## config.mk

```make
export PLATFORM = sky130hd
export DESIGN_NAME = block_table_allocator_unit
export DESIGN_NICKNAME = d
export VERILOG_FILES = /design/src/rtl/bta_pkg.sv /design/src/rtl/bta_div.sv /design/src/rtl/bta_dp.sv /design/src/rtl/bta_ctrl.sv /design/src/rtl/block_table_allocator_unit.sv
export SDC_FILE = /design/constraint.sdc
export NUM_CORES = 2
export LEC_CHECK = 0
export BUFFER_PORTS_ARGS = -buffer_cell sky130_fd_sc_hd__buf_2
export CORE_MARGIN = 2
export CORE_UTILIZATION = 35
export CTS_CLUSTER_DIAMETER = 80
export CTS_CLUSTER_SIZE = 14
export DETAILED_ROUTE_END_ITERATION = 6
export HOLD_SLACK_MARGIN = 0.15
export SLEW_MARGIN = 20
export SYNTH_ARGS = -nofsm -noshare
export SYNTH_HDL_FRONTEND = slang
export SYNTH_SLANG_ARGS = --single-unit
```

## constraint.sdc

```tcl
create_clock -name clk -period 14.45 [get_ports clk]
set_input_delay 1.445 -clock clk [delete_from_list [all_inputs] [get_ports clk]]
set_output_delay 1.445 -clock clk [all_outputs]
set_load 0.01 [all_outputs]
```

## src/rtl/bta_pkg.sv

```systemverilog
// block table allocator package: payload structs, command and status codes,
// controller/datapath command and status bundles
// no dependencies
package bta_pkg;

  localparam int REQ_W       = 16;
  localparam int OFF_W       = 16;
  localparam int GRANT_W     = 13;
  localparam int BYTES_W     = 14;
  localparam int PCT_W       = 7;
  localparam int PCT_SCALE   = 100;

  localparam logic [1:0] CMD_ALLOC = 2'd0;
  localparam logic [1:0] CMD_FREE  = 2'd1;
  localparam logic [1:0] CMD_QUERY = 2'd2;

  localparam logic [1:0] ST_OK    = 2'd0;
  localparam logic [1:0] ST_FAIL  = 2'd1;
  localparam logic [1:0] ST_RANGE = 2'd2;

  typedef struct packed {
    logic [1:0]       command;
    logic [REQ_W-1:0] request_bytes;
    logic [OFF_W-1:0] byte_offset;
  } bta_in_t;

  typedef struct packed {
    logic [1:0]         status;
    logic [GRANT_W-1:0] granted_offset;
    logic [BYTES_W-1:0] allocated_bytes;
    logic [PCT_W-1:0]   usage_percent;
  } bta_out_t;

  typedef enum logic [1:0] {
    DIV_NEED  = 2'd0,
    DIV_INDEX = 2'd1,
    DIV_USAGE = 2'd2
  } div_sel_t;

  typedef struct packed {
    logic     clear_wr;
    logic     load;
    logic     div_start;
    div_sel_t div_sel;
    logic     need_load;
    logic     scan_init;
    logic     scan_step;
    logic     mark_init;
    logic     mark_wr;
    logic     set_fail;
    logic     set_range;
    logic     idx_load;
    logic     look_rd;
    logic     eval;
    logic     free_rd;
    logic     free_wr;
    logic     pct_load;
    logic     out_load;
  } bta_ctl_t;

  typedef struct packed {
    logic [1:0] cmd;
    logic       req_zero;
    logic       off_out;
    logic       div_done;
    logic       need_big;
    logic       scan_found;
    logic       scan_end;
    logic       mark_last;
    logic       entry_zero;
    logic       free_last;
    logic       clear_last;
    logic       out_busy;
  } bta_sts_t;

endpackage

```

## src/rtl/bta_div.sv

```systemverilog
// constant divider by reciprocal multiplication, quotient registered in the cycle after start
// depends on nothing; used by bta_dp for block counts, indexes and usage
module bta_div #(
  parameter int NUM_W = 19,
  parameter int DEN_A = 32,
  parameter int DEN_B = 256
) (
  input  logic             clk,
  input  logic             rst_n,
  input  logic             start,
  input  logic             sel_b,
  input  logic [NUM_W-1:0] num,
  output logic             done,
  output logic [NUM_W-1:0] quo
);
  // shift of NUM_W plus ceil(log2(den)) keeps the rounded-up reciprocal exact
  // for every numerator below 2**NUM_W
  localparam int     SH_A  = NUM_W + $clog2(DEN_A);
  localparam int     SH_B  = NUM_W + $clog2(DEN_B);
  localparam longint RCP_A = ((longint'(1) << SH_A) + longint'(DEN_A - 1)) / longint'(DEN_A);
  localparam longint RCP_B = ((longint'(1) << SH_B) + longint'(DEN_B - 1)) / longint'(DEN_B);
  localparam int     RCP_W = NUM_W + 1;
  localparam int     PRD_W = NUM_W + RCP_W;

  logic [NUM_W-1:0] quo_r, quo_nxt;
  logic             done_r;
  logic [RCP_W-1:0] rcp;
  logic [PRD_W-1:0] prod;

  assign rcp     = sel_b ? RCP_W'(RCP_B) : RCP_W'(RCP_A);
  assign prod    = PRD_W'(num) * PRD_W'(rcp);
  assign quo_nxt = sel_b ? NUM_W'(prod >> SH_B) : NUM_W'(prod >> SH_A);

  always_ff @(posedge clk) begin
    if (!rst_n) begin
      done_r <= 1'b0;
    end else begin
      done_r <= start;
    end
  end

  always_ff @(posedge clk) begin
    if (start) begin
      quo_r <= quo_nxt;
    end
  end

  assign done = done_r;
  assign quo  = quo_r;

endmodule

```

## src/rtl/bta_dp.sv

```systemverilog
// allocator datapath: block table memory, counters, divider and result registers
// depends on bta_pkg and bta_div; driven by bta_ctrl through bta_ctl_t
module bta_dp #(
  parameter int BLOCK_BYTES   = 32,
  parameter int TABLE_ENTRIES = 256
) (
  input  logic              clk,
  input  logic              rst_n,
  input  bta_pkg::bta_in_t  in_data,
  input  bta_pkg::bta_ctl_t ctl,
  output bta_pkg::bta_sts_t sts,
  input  logic              out_stall,
  output logic              out_valid,
  output bta_pkg::bta_out_t out_data
);
  import bta_pkg::*;

  localparam int EW      = $clog2(TABLE_ENTRIES + 1);
  localparam int IW      = $clog2(TABLE_ENTRIES);
  localparam int BBW     = $clog2(BLOCK_BYTES + 1);
  localparam int MAX_A   = (1 << REQ_W) - 1 + BLOCK_BYTES - 1;
  localparam int MAX_U   = TABLE_ENTRIES * PCT_SCALE;
  localparam int MAX_N   = (MAX_A > MAX_U) ? MAX_A : MAX_U;
  localparam int NUM_W   = $clog2(MAX_N + 1);
  localparam int GW      = (IW + BBW > GRANT_W) ? IW + BBW : GRANT_W;
  localparam int PW      = (EW + BBW > BYTES_W) ? EW + BBW : BYTES_W;
  localparam logic [31:0] POOL_BYTES = 32'(BLOCK_BYTES * TABLE_ENTRIES);

  logic [EW-1:0] mem [TABLE_ENTRIES];

  bta_in_t          req_r;
  logic [NUM_W-1:0] need_r;
  logic [IW-1:0]    idx_r, pidx_r;
  logic [EW-1:0]    run_r, cnt_r, used_r, rdata_r;
  logic             issue_r, pv_r;
  logic [1:0]       st_r;
  logic [GRANT_W-1:0] granted_r;
  logic [BYTES_W-1:0] bytes_r;
  logic [PCT_W-1:0]   pct_r;
  logic             out_valid_r;
  bta_out_t         out_r;

  logic [EW-1:0]    run_nxt;
  logic             found;
  logic             ren, wen;
  logic [EW-1:0]    wdata;
  logic [NUM_W-1:0] div_num, div_quo;
  logic             div_b;
  logic             div_done;
  logic [GW-1:0]    gprod;
  logic [PW-1:0]    bprod;
  logic [NUM_W-1:0] used_scaled;

  bta_div #(
    .NUM_W (NUM_W),
    .DEN_A (BLOCK_BYTES),
    .DEN_B (TABLE_ENTRIES)
  ) u_div (
    .clk   (clk),
    .rst_n (rst_n),
    .start (ctl.div_start),
    .sel_b (div_b),
    .num   (div_num),
    .done  (div_done),
    .quo   (div_quo)
  );

  assign used_scaled = NUM_W'(used_r) * NUM_W'(PCT_SCALE);

  always_comb begin
    case (ctl.div_sel)
      DIV_NEED: begin
        div_num = NUM_W'(req_r.request_bytes) + NUM_W'(BLOCK_BYTES - 1);
        div_b   = 1'b0;
      end
      DIV_INDEX: begin
        div_num = NUM_W'(req_r.byte_offset);
        div_b   = 1'b0;
      end
      default: begin
        div_num = used_scaled;
        div_b   = 1'b1;
      end
    endcase
  end

  // run of free entries seen so far, counting downward
  assign run_nxt = (rdata_r == '0) ? run_r + EW'(1) : '0;
  assign found   = pv_r && (NUM_W'(run_nxt) == need_r);
  assign gprod   = GW'(pidx_r) * GW'(BLOCK_BYTES);
  assign bprod   = PW'(rdata_r) * PW'(BLOCK_BYTES);

  // every table access goes to idx_r
  assign ren = (ctl.scan_step && issue_r) || ctl.look_rd || ctl.free_rd;
  always_comb begin
    wen   = 1'b0;
    wdata = '0;
    if (ctl.clear_wr) begin
      wen = 1'b1;
    end else if (ctl.mark_wr) begin
      wen   = 1'b1;
      wdata = need_r[EW-1:0];
    end else if (ctl.free_wr && rdata_r != '0) begin
      wen = 1'b1;
    end
  end

  always_ff @(posedge clk) begin
    if (wen) begin
      mem[idx_r] <= wdata;
    end
    if (ren) begin
      rdata_r <= mem[idx_r];
    end
  end

  // control state
  always_ff @(posedge clk) begin
    if (!rst_n) begin
      idx_r       <= '0;
      issue_r     <= 1'b0;
      pv_r        <= 1'b0;
      used_r      <= '0;
      out_valid_r <= 1'b0;
    end else begin
      if (ctl.clear_wr || ctl.mark_wr || ctl.free_wr) begin
        idx_r <= idx_r + IW'(1);
      end
      if (ctl.scan_init) begin
        idx_r   <= IW'(TABLE_ENTRIES - 1);
        issue_r <= 1'b1;
        pv_r    <= 1'b0;
      end
      if (ctl.mark_init) begin
        idx_r   <= pidx_r;
        issue_r <= 1'b0;
        pv_r    <= 1'b0;
      end else if (ctl.scan_step) begin
        pv_r <= issue_r;
        if (issue_r) begin
          if (idx_r == '0) begin
            issue_r <= 1'b0;
          end else begin
            idx_r <= idx_r - IW'(1);
          end
        end
      end
      if (ctl.idx_load) begin
        idx_r <= div_quo[IW-1:0];
      end
      if (ctl.mark_wr) begin
        used_r <= used_r + EW'(1);
      end else if (ctl.free_wr && rdata_r != '0) begin
        used_r <= used_r - EW'(1);
      end
      if (ctl.out_load) begin
        out_valid_r <= 1'b1;
      end else if (!out_stall) begin
        out_valid_r <= 1'b0;
      end
    end
  end

  // payload and working registers
  always_ff @(posedge clk) begin
    if (ctl.load) begin
      req_r     <= in_data;
      st_r      <= ST_OK;
      granted_r <= '0;
      bytes_r   <= '0;
    end
    if (ctl.need_load) begin
      need_r <= div_quo;
    end
    if (ctl.scan_init) begin
      run_r <= '0;
    end
    if (ctl.scan_step) begin
      pidx_r <= idx_r;
      if (pv_r) begin
        run_r <= run_nxt;
      end
    end
    if (ctl.mark_init) begin
      cnt_r     <= need_r[EW-1:0];
      granted_r <= gprod[GRANT_W-1:0];
    end
    if (ctl.mark_wr || ctl.free_wr) begin
      cnt_r <= cnt_r - EW'(1);
    end
    if (ctl.eval) begin
      if (req_r.command == CMD_QUERY) begin
        bytes_r <= bprod[BYTES_W-1:0];
      end else begin
        cnt_r <= rdata_r;
      end
    end
    if (ctl.set_fail) begin
      st_r <= ST_FAIL;
    end
    if (ctl.set_range) begin
      st_r <= ST_RANGE;
    end
    if (ctl.pct_load) begin
      pct_r <= div_quo[PCT_W-1:0];
    end
    if (ctl.out_load) begin
      out_r.status          <= st_r;
      out_r.granted_offset  <= granted_r;
      out_r.allocated_bytes <= bytes_r;
      out_r.usage_percent   <= pct_r;
    end
  end

  always_comb begin
    sts            = '0;
    sts.cmd        = req_r.command;
    sts.req_zero   = req_r.request_bytes == '0;
    sts.off_out    = 32'(req_r.byte_offset) >= POOL_BYTES;
    sts.div_done   = div_done;
    sts.need_big   = div_quo > NUM_W'(TABLE_ENTRIES);
    sts.scan_found = found;
    sts.scan_end   = pv_r && (pidx_r == '0) && !found;
    sts.mark_last  = cnt_r == EW'(1);
    sts.entry_zero = rdata_r == '0;
    sts.free_last  = (cnt_r == EW'(1)) || (idx_r == IW'(TABLE_ENTRIES - 1));
    sts.clear_last = idx_r == IW'(TABLE_ENTRIES - 1);
    sts.out_busy   = out_valid_r && out_stall;
  end

  assign out_valid = out_valid_r;
  assign out_data  = out_r;

endmodule

```

## src/rtl/bta_ctrl.sv

```systemverilog
// allocator controller: one-hot sequencer for clear, allocate, free and query
// depends on bta_pkg; commands bta_dp through bta_ctl_t, reads bta_sts_t
module bta_ctrl (
  input  logic              clk,
  input  logic              rst_n,
  input  logic              in_valid,
  output logic              in_stall,
  input  bta_pkg::bta_sts_t sts,
  output bta_pkg::bta_ctl_t ctl
);
  import bta_pkg::*;

  typedef enum logic [13:0] {
    S_CLEAR    = 14'b00000000000001,
    S_IDLE     = 14'b00000000000010,
    S_DISPATCH = 14'b00000000000100,
    S_NEED     = 14'b00000000001000,
    S_SCAN     = 14'b00000000010000,
    S_MARK     = 14'b00000000100000,
    S_INDEX    = 14'b00000001000000,
    S_LOOK     = 14'b00000010000000,
    S_EVAL     = 14'b00000100000000,
    S_FREE_RD  = 14'b00001000000000,
    S_FREE_WR  = 14'b00010000000000,
    S_USE_GO   = 14'b00100000000000,
    S_USAGE    = 14'b01000000000000,
    S_FINISH   = 14'b10000000000000
  } state_t;

  state_t state_r, state_nxt;

  assign in_stall = state_r != S_IDLE;

  always_comb begin
    state_nxt   = state_r;
    ctl         = '0;
    ctl.div_sel = DIV_USAGE;
    case (state_r)
      S_CLEAR: begin
        ctl.clear_wr = 1'b1;
        if (sts.clear_last) begin
          state_nxt = S_IDLE;
        end
      end
      S_IDLE: begin
        if (in_valid) begin
          ctl.load  = 1'b1;
          state_nxt = S_DISPATCH;
        end
      end
      S_DISPATCH: begin
        case (sts.cmd)
          CMD_ALLOC: begin
            if (sts.req_zero) begin
              ctl.set_fail = 1'b1;
              state_nxt    = S_USE_GO;
            end else begin
              ctl.div_start = 1'b1;
              ctl.div_sel   = DIV_NEED;
              state_nxt     = S_NEED;
            end
          end
          CMD_FREE, CMD_QUERY: begin
            if (sts.off_out) begin
              ctl.set_range = 1'b1;
              state_nxt     = S_USE_GO;
            end else begin
              ctl.div_start = 1'b1;
              ctl.div_sel   = DIV_INDEX;
              state_nxt     = S_INDEX;
            end
          end
          default: state_nxt = S_USE_GO;
        endcase
      end
      S_NEED: begin
        if (sts.div_done) begin
          ctl.need_load = 1'b1;
          if (sts.need_big) begin
            ctl.set_fail = 1'b1;
            state_nxt    = S_USE_GO;
          end else begin
            ctl.scan_init = 1'b1;
            state_nxt     = S_SCAN;
          end
        end
      end
      S_SCAN: begin
        ctl.scan_step = 1'b1;
        if (sts.scan_found) begin
          ctl.mark_init = 1'b1;
          state_nxt     = S_MARK;
        end else if (sts.scan_end) begin
          ctl.set_fail = 1'b1;
          state_nxt    = S_USE_GO;
        end
      end
      S_MARK: begin
        ctl.mark_wr = 1'b1;
        if (sts.mark_last) begin
          state_nxt = S_USE_GO;
        end
      end
      S_INDEX: begin
        if (sts.div_done) begin
          ctl.idx_load = 1'b1;
          state_nxt    = S_LOOK;
        end
      end
      S_LOOK: begin
        ctl.look_rd = 1'b1;
        state_nxt   = S_EVAL;
      end
      S_EVAL: begin
        ctl.eval = 1'b1;
        // query, or free of a block that is already free
        if (sts.cmd == CMD_QUERY || sts.entry_zero) begin
          state_nxt = S_USE_GO;
        end else begin
          state_nxt = S_FREE_RD;
        end
      end
      S_FREE_RD: begin
        ctl.free_rd = 1'b1;
        state_nxt   = S_FREE_WR;
      end
      S_FREE_WR: begin
        ctl.free_wr = 1'b1;
        if (sts.free_last) begin
          state_nxt = S_USE_GO;
        end else begin
          state_nxt = S_FREE_RD;
        end
      end
      S_USE_GO: begin
        ctl.div_start = 1'b1;
        ctl.div_sel   = DIV_USAGE;
        state_nxt     = S_USAGE;
      end
      S_USAGE: begin
        if (sts.div_done) begin
          ctl.pct_load = 1'b1;
          state_nxt    = S_FINISH;
        end
      end
      S_FINISH: begin
        if (!sts.out_busy) begin
          ctl.out_load = 1'b1;
          state_nxt    = S_IDLE;
        end
      end
      default: state_nxt = S_CLEAR;
    endcase
  end

  always_ff @(posedge clk) begin
    if (!rst_n) begin
      state_r <= S_CLEAR;
    end else begin
      state_r <= state_nxt;
    end
  end

endmodule

```

## src/rtl/block_table_allocator_unit.sv

```systemverilog
// top level of the block table allocator: controller plus datapath
// depends on bta_pkg, bta_ctrl, bta_dp (and bta_div below it)
//
//   channel  handshake           payload
//   in       in_valid/in_stall   in_data  (command, request_bytes, byte_offset)
//   out      out_valid/out_stall out_data (status, granted_offset,
//                                          allocated_bytes, usage_percent)
//
// one transaction at a time; the table is one memory with a single access per cycle
// allocate scans the table from the top entry down for a run of need free entries
//   and fails when the scan finds no run; free clears count entries from its entry
//   (count clipped at the table end); query reads one entry; zero size, oversize,
//   range error and unused command skip the table; idle again before the next accept
// after reset a clearing pass zeroes every table entry before input is taken
// a result waiting under out_stall does not block work on the next transaction
module block_table_allocator_unit #(
  parameter int BLOCK_BYTES   = 32,
  parameter int TABLE_ENTRIES = 256
) (
  input  logic              clk,
  input  logic              rst_n,
  input  logic              in_valid,
  output logic              in_stall,
  input  bta_pkg::bta_in_t  in_data,
  output logic              out_valid,
  input  logic              out_stall,
  output bta_pkg::bta_out_t out_data
);
  import bta_pkg::*;

  bta_ctl_t ctl;
  bta_sts_t sts;

  bta_ctrl u_ctrl (
    .clk      (clk),
    .rst_n    (rst_n),
    .in_valid (in_valid),
    .in_stall (in_stall),
    .sts      (sts),
    .ctl      (ctl)
  );

  bta_dp #(
    .BLOCK_BYTES   (BLOCK_BYTES),
    .TABLE_ENTRIES (TABLE_ENTRIES)
  ) u_dp (
    .clk       (clk),
    .rst_n     (rst_n),
    .in_data   (in_data),
    .ctl       (ctl),
    .sts       (sts),
    .out_stall (out_stall),
    .out_valid (out_valid),
    .out_data  (out_data)
  );

endmodule

```

==> metrics.txt <==
TNS Setup=0 ns; CTS tree=built; Rows=193; min Tclk post-route=6.01 ns; worst slack, placed=~8.4 ns; routed length per instance=~28 um; Skew-Pair Late Insertion Delay=0.86 ns; drt drc=0; WP buf/inv=3; Core Box Area=about 0.28 sq mm; clock slew at reported path FFs=0.07 ns; DPL Wire Length=138000 um; Hold Violations, Final=0; Setup crit start kind=register; pin count of the biggest net entering global routing=226; # clock sinks=2489; Most Frequent Cell on Critical Path=buf_4; max-cap check violation count=0; slowest CP cell=a211oi_1; post-CTS sizing=0; CTS Root Cell=clkbuf_16; fraction of registers with async set/reset=0%; clk_skew=0.0692 ns; starting density of the core=35.3%; Placer Congestion=0.826; Iteration-0 DRC Markers=5485; critical path's top delay family=buffers and inverters; die extent in x=532 um; Max-slew headroom=between 20% and 30%; mux cell area share after synthesis=approximately 17%; drt pass-1 iters=5; Leak=between 30 and 40 nW; cells after synthesis=between 4000 and 5000; Mean Syn Cell Area=~21 sq um; PortBufs=65; I/O Pins=76; Critical Setup Path Class=reg -> reg; synthesized area=0.0977 sq mm; Hold Path Class=reg -> reg; first-pass GRT wire length=340000 um; Synth Area in Simple Gates=3.35%; grt total ovfl=0; via count=46000; area grow syn2layout=10.5%; CTS Buffer Depth=3; Slew @ Worst Pin=about 1.1 ns; Post-CTS Repair Setup Buffers=0; Routed Antenna Nets=0; WL final=between 200000 and 250000 um; H-tree levels=4; Post-synth top flop=edfxtp_1; initial antenna violation count=10; critical path, cell by cell=buf_4 > buf_4 > buf_4 > mux4_2 > mux4_2 > nor2b_1 > a211oi_1 > and4_1 > o21ai_0; final setup margin=8.44 ns; CP Max Fanout=62; die height=532 um; share of cells above drive strength 1=24.7%; period utilization=41.6%; xor-xnor portion of the synthesized cell area=0.350%; VDD IR max=approximately 0.16 mV; vias in the first global route=46000; Setup violations, final=0; crit path DAT=6.60 ns; Synth Area in Compound Gates=under 10%; fin. max-slew vios=0; outcome=finished clean; gr usage total=16.4%; Nets=~4800; sequential share of the synthesized area=about 76%; fmax=0.166 GHz; largest family of logic cells by synthesized area=multiplexers; Worst path max stage delay=0.89 ns; clock buffer count from CTS=198; PD cells=142 mW/mm^2; Hold Buf Count CTS=0; Worst Setup End Kind=register; number of synthesized flops with an enable pin=2420; Cell variety after synth=74; WHS Path Cells=0; Yosys Warn Count=0; Reg2Reg Depth=9; RSZ-0062 raised after global routing=false; Worst Path Required=15.04 ns; Crit path depth=9; vias per cell=between 5 and 6; adder-cell share of the synthesized area=0.730%; die area=0.283 sq mm; Yosys reg bits=2489
worst register-to-register path: stages, from the launching register on:
cell	delay (ns)
dfxtp_4	0.72
buf_4	0.80
buf_4	0.83
buf_4	0.92
mux4_2	0.53
mux4_2	0.48
nor2b_1	0.15
a211oi_1	0.89
and4_1	0.33
o21ai_0	0.09
synthesized netlist by cell type, drive strengths merged, types with 6 or more instances:
cell / count / area (sq um)
xnor2: 24 / 210
a21oi: 47 / 235
nor2b: 33 / 206
nand2: 109 / 409
or3: 8 / 50.1
or4: 6 / 52.6
nor4: 20 / 140
xor2: 15 / 131
buf: 95 / 452
o211ai: 6 / 45.0
o21ai: 53 / 273
a31oi: 26 / 163
ha: 49 / 613
nor3: 31 / 155
nand4: 22 / 138
mux2: 6 / 67.6
a32oi: 6 / 52.6
a211oi: 10 / 80.1
nand2b: 14 / 87.6
mux2i: 9 / 90.1
nor2: 340 / 1280
o21a: 8 / 60.1
nand3: 74 / 370
clkbuf: 159 / 597
inv: 50 / 188
and2: 18 / 113
mux4: 729 / 16400
and3: 14 / 87.6
edfxtp: 2420 / 72700
a22o: 7 / 61.3
dfxtp: 69 / 1380
a21o: 8 / 60.1
placed cells by master (no fill, tap or decap), drive strengths merged, types with 33 or more instances in the layout:
| cell type | Yosys | routed |
|---|---|---|
| clkbuf | 159 | 220 |
| buf | 95 | 150 |
| ha | 49 | 49 |
| nand2 | 109 | 109 |
| nor2 | 340 | 340 |
| dfxtp | 69 | 69 |
| o21ai | 53 | 53 |
| nand3 | 74 | 74 |
| mux4 | 729 | 729 |
| nor2b | 33 | 33 |
| inv | 50 | 57 |
| a21oi | 47 | 47 |
| edfxtp | 2420 | 2420 |
routing by layer:
metal	up-vias	GRT usage, %	share of wire, %
met4	0	3.68	2.0
met2	1763	25.8	47
met1	24900	23.6	43
met5	-	0	0
met3	283	3.32	7.8
li1	19100	-	-
per-stage QoR:
step / cell area (sq um) / cells / utilization [%] / hold WS (ns) / total power [mW]
global placement: 102000 / 8172 / 37.0 / 0.409 / 10.6
finish: 108000 / 8412 / 39.0 / 0.403 / 15.3
floorplan: 97700 / 4572 / - / 0.400 / 9.78
CTS: 108000 / 8410 / 38.9 / 0.418 / 15.5
global route: 108000 / 8411 / 39.0 / 0.434 / 15.8
detailed placement: 102000 / 8172 / 37.0 / 0.405 / 10.6
cells by family after synthesis:
family,count (synthesis)
adders and majority gates,54
buffers and inverters,305
xor gates and xnor gates,39
and+or+nand+nor,712
muxes,744
other,1
DFF,2489
AOI/OAI and AO/OA,224
final cells by class:
| cell class | instances | area, sq um |
|---|---|---|
| Sequential cell | 2489 | 74100 |
| Antenna cell | 1 | 2.50 |
| Clock inverter | 18 | 284 |
| Multi-Input combinational cell | 1778 | 22500 |
| Timing Repair Buffer | 150 | 1110 |
| Clock buffer | 220 | 5090 |
| Fill cell | 24400 | 169000 |
| Tap cell | 3705 | 4640 |
| Inverter | 51 | 191 |
path summary, 6_finish.rpt:
kind | from | slack (ns) | end
setup / recovery | u_dp.idx_r[1] | 8.44 | u_dp.rdata_r[0]
hold / removal | u_dp.bytes_r[11] | 0.40 | u_dp.out_data[18]
setup reg to reg | u_dp.idx_r[1] | 8.44 | u_dp.rdata_r[0]
hold reg to reg | u_dp.bytes_r[11] | 0.40 | u_dp.out_data[18]
registers in the layout, summed over array words and instances, names as in the netlist, 12 cells and up:
register and cells:
u_dp.mem 2304, u_dp.out_data 31, u_dp.req_r 27, u_ctrl.state_r 14, u_dp.bytes_r 14, u_dp.need_r 12
u_dp.u_div.quo 12
where the power goes:
part | internal [mW] | switching, mW
sequential | 7.88 | 0.0732
clock | 2.50 | 2.44
combinational | 1.00 | 1.43
total | 11.4 | 3.94
Note: power is estimated with default switching activity, not from simulation.
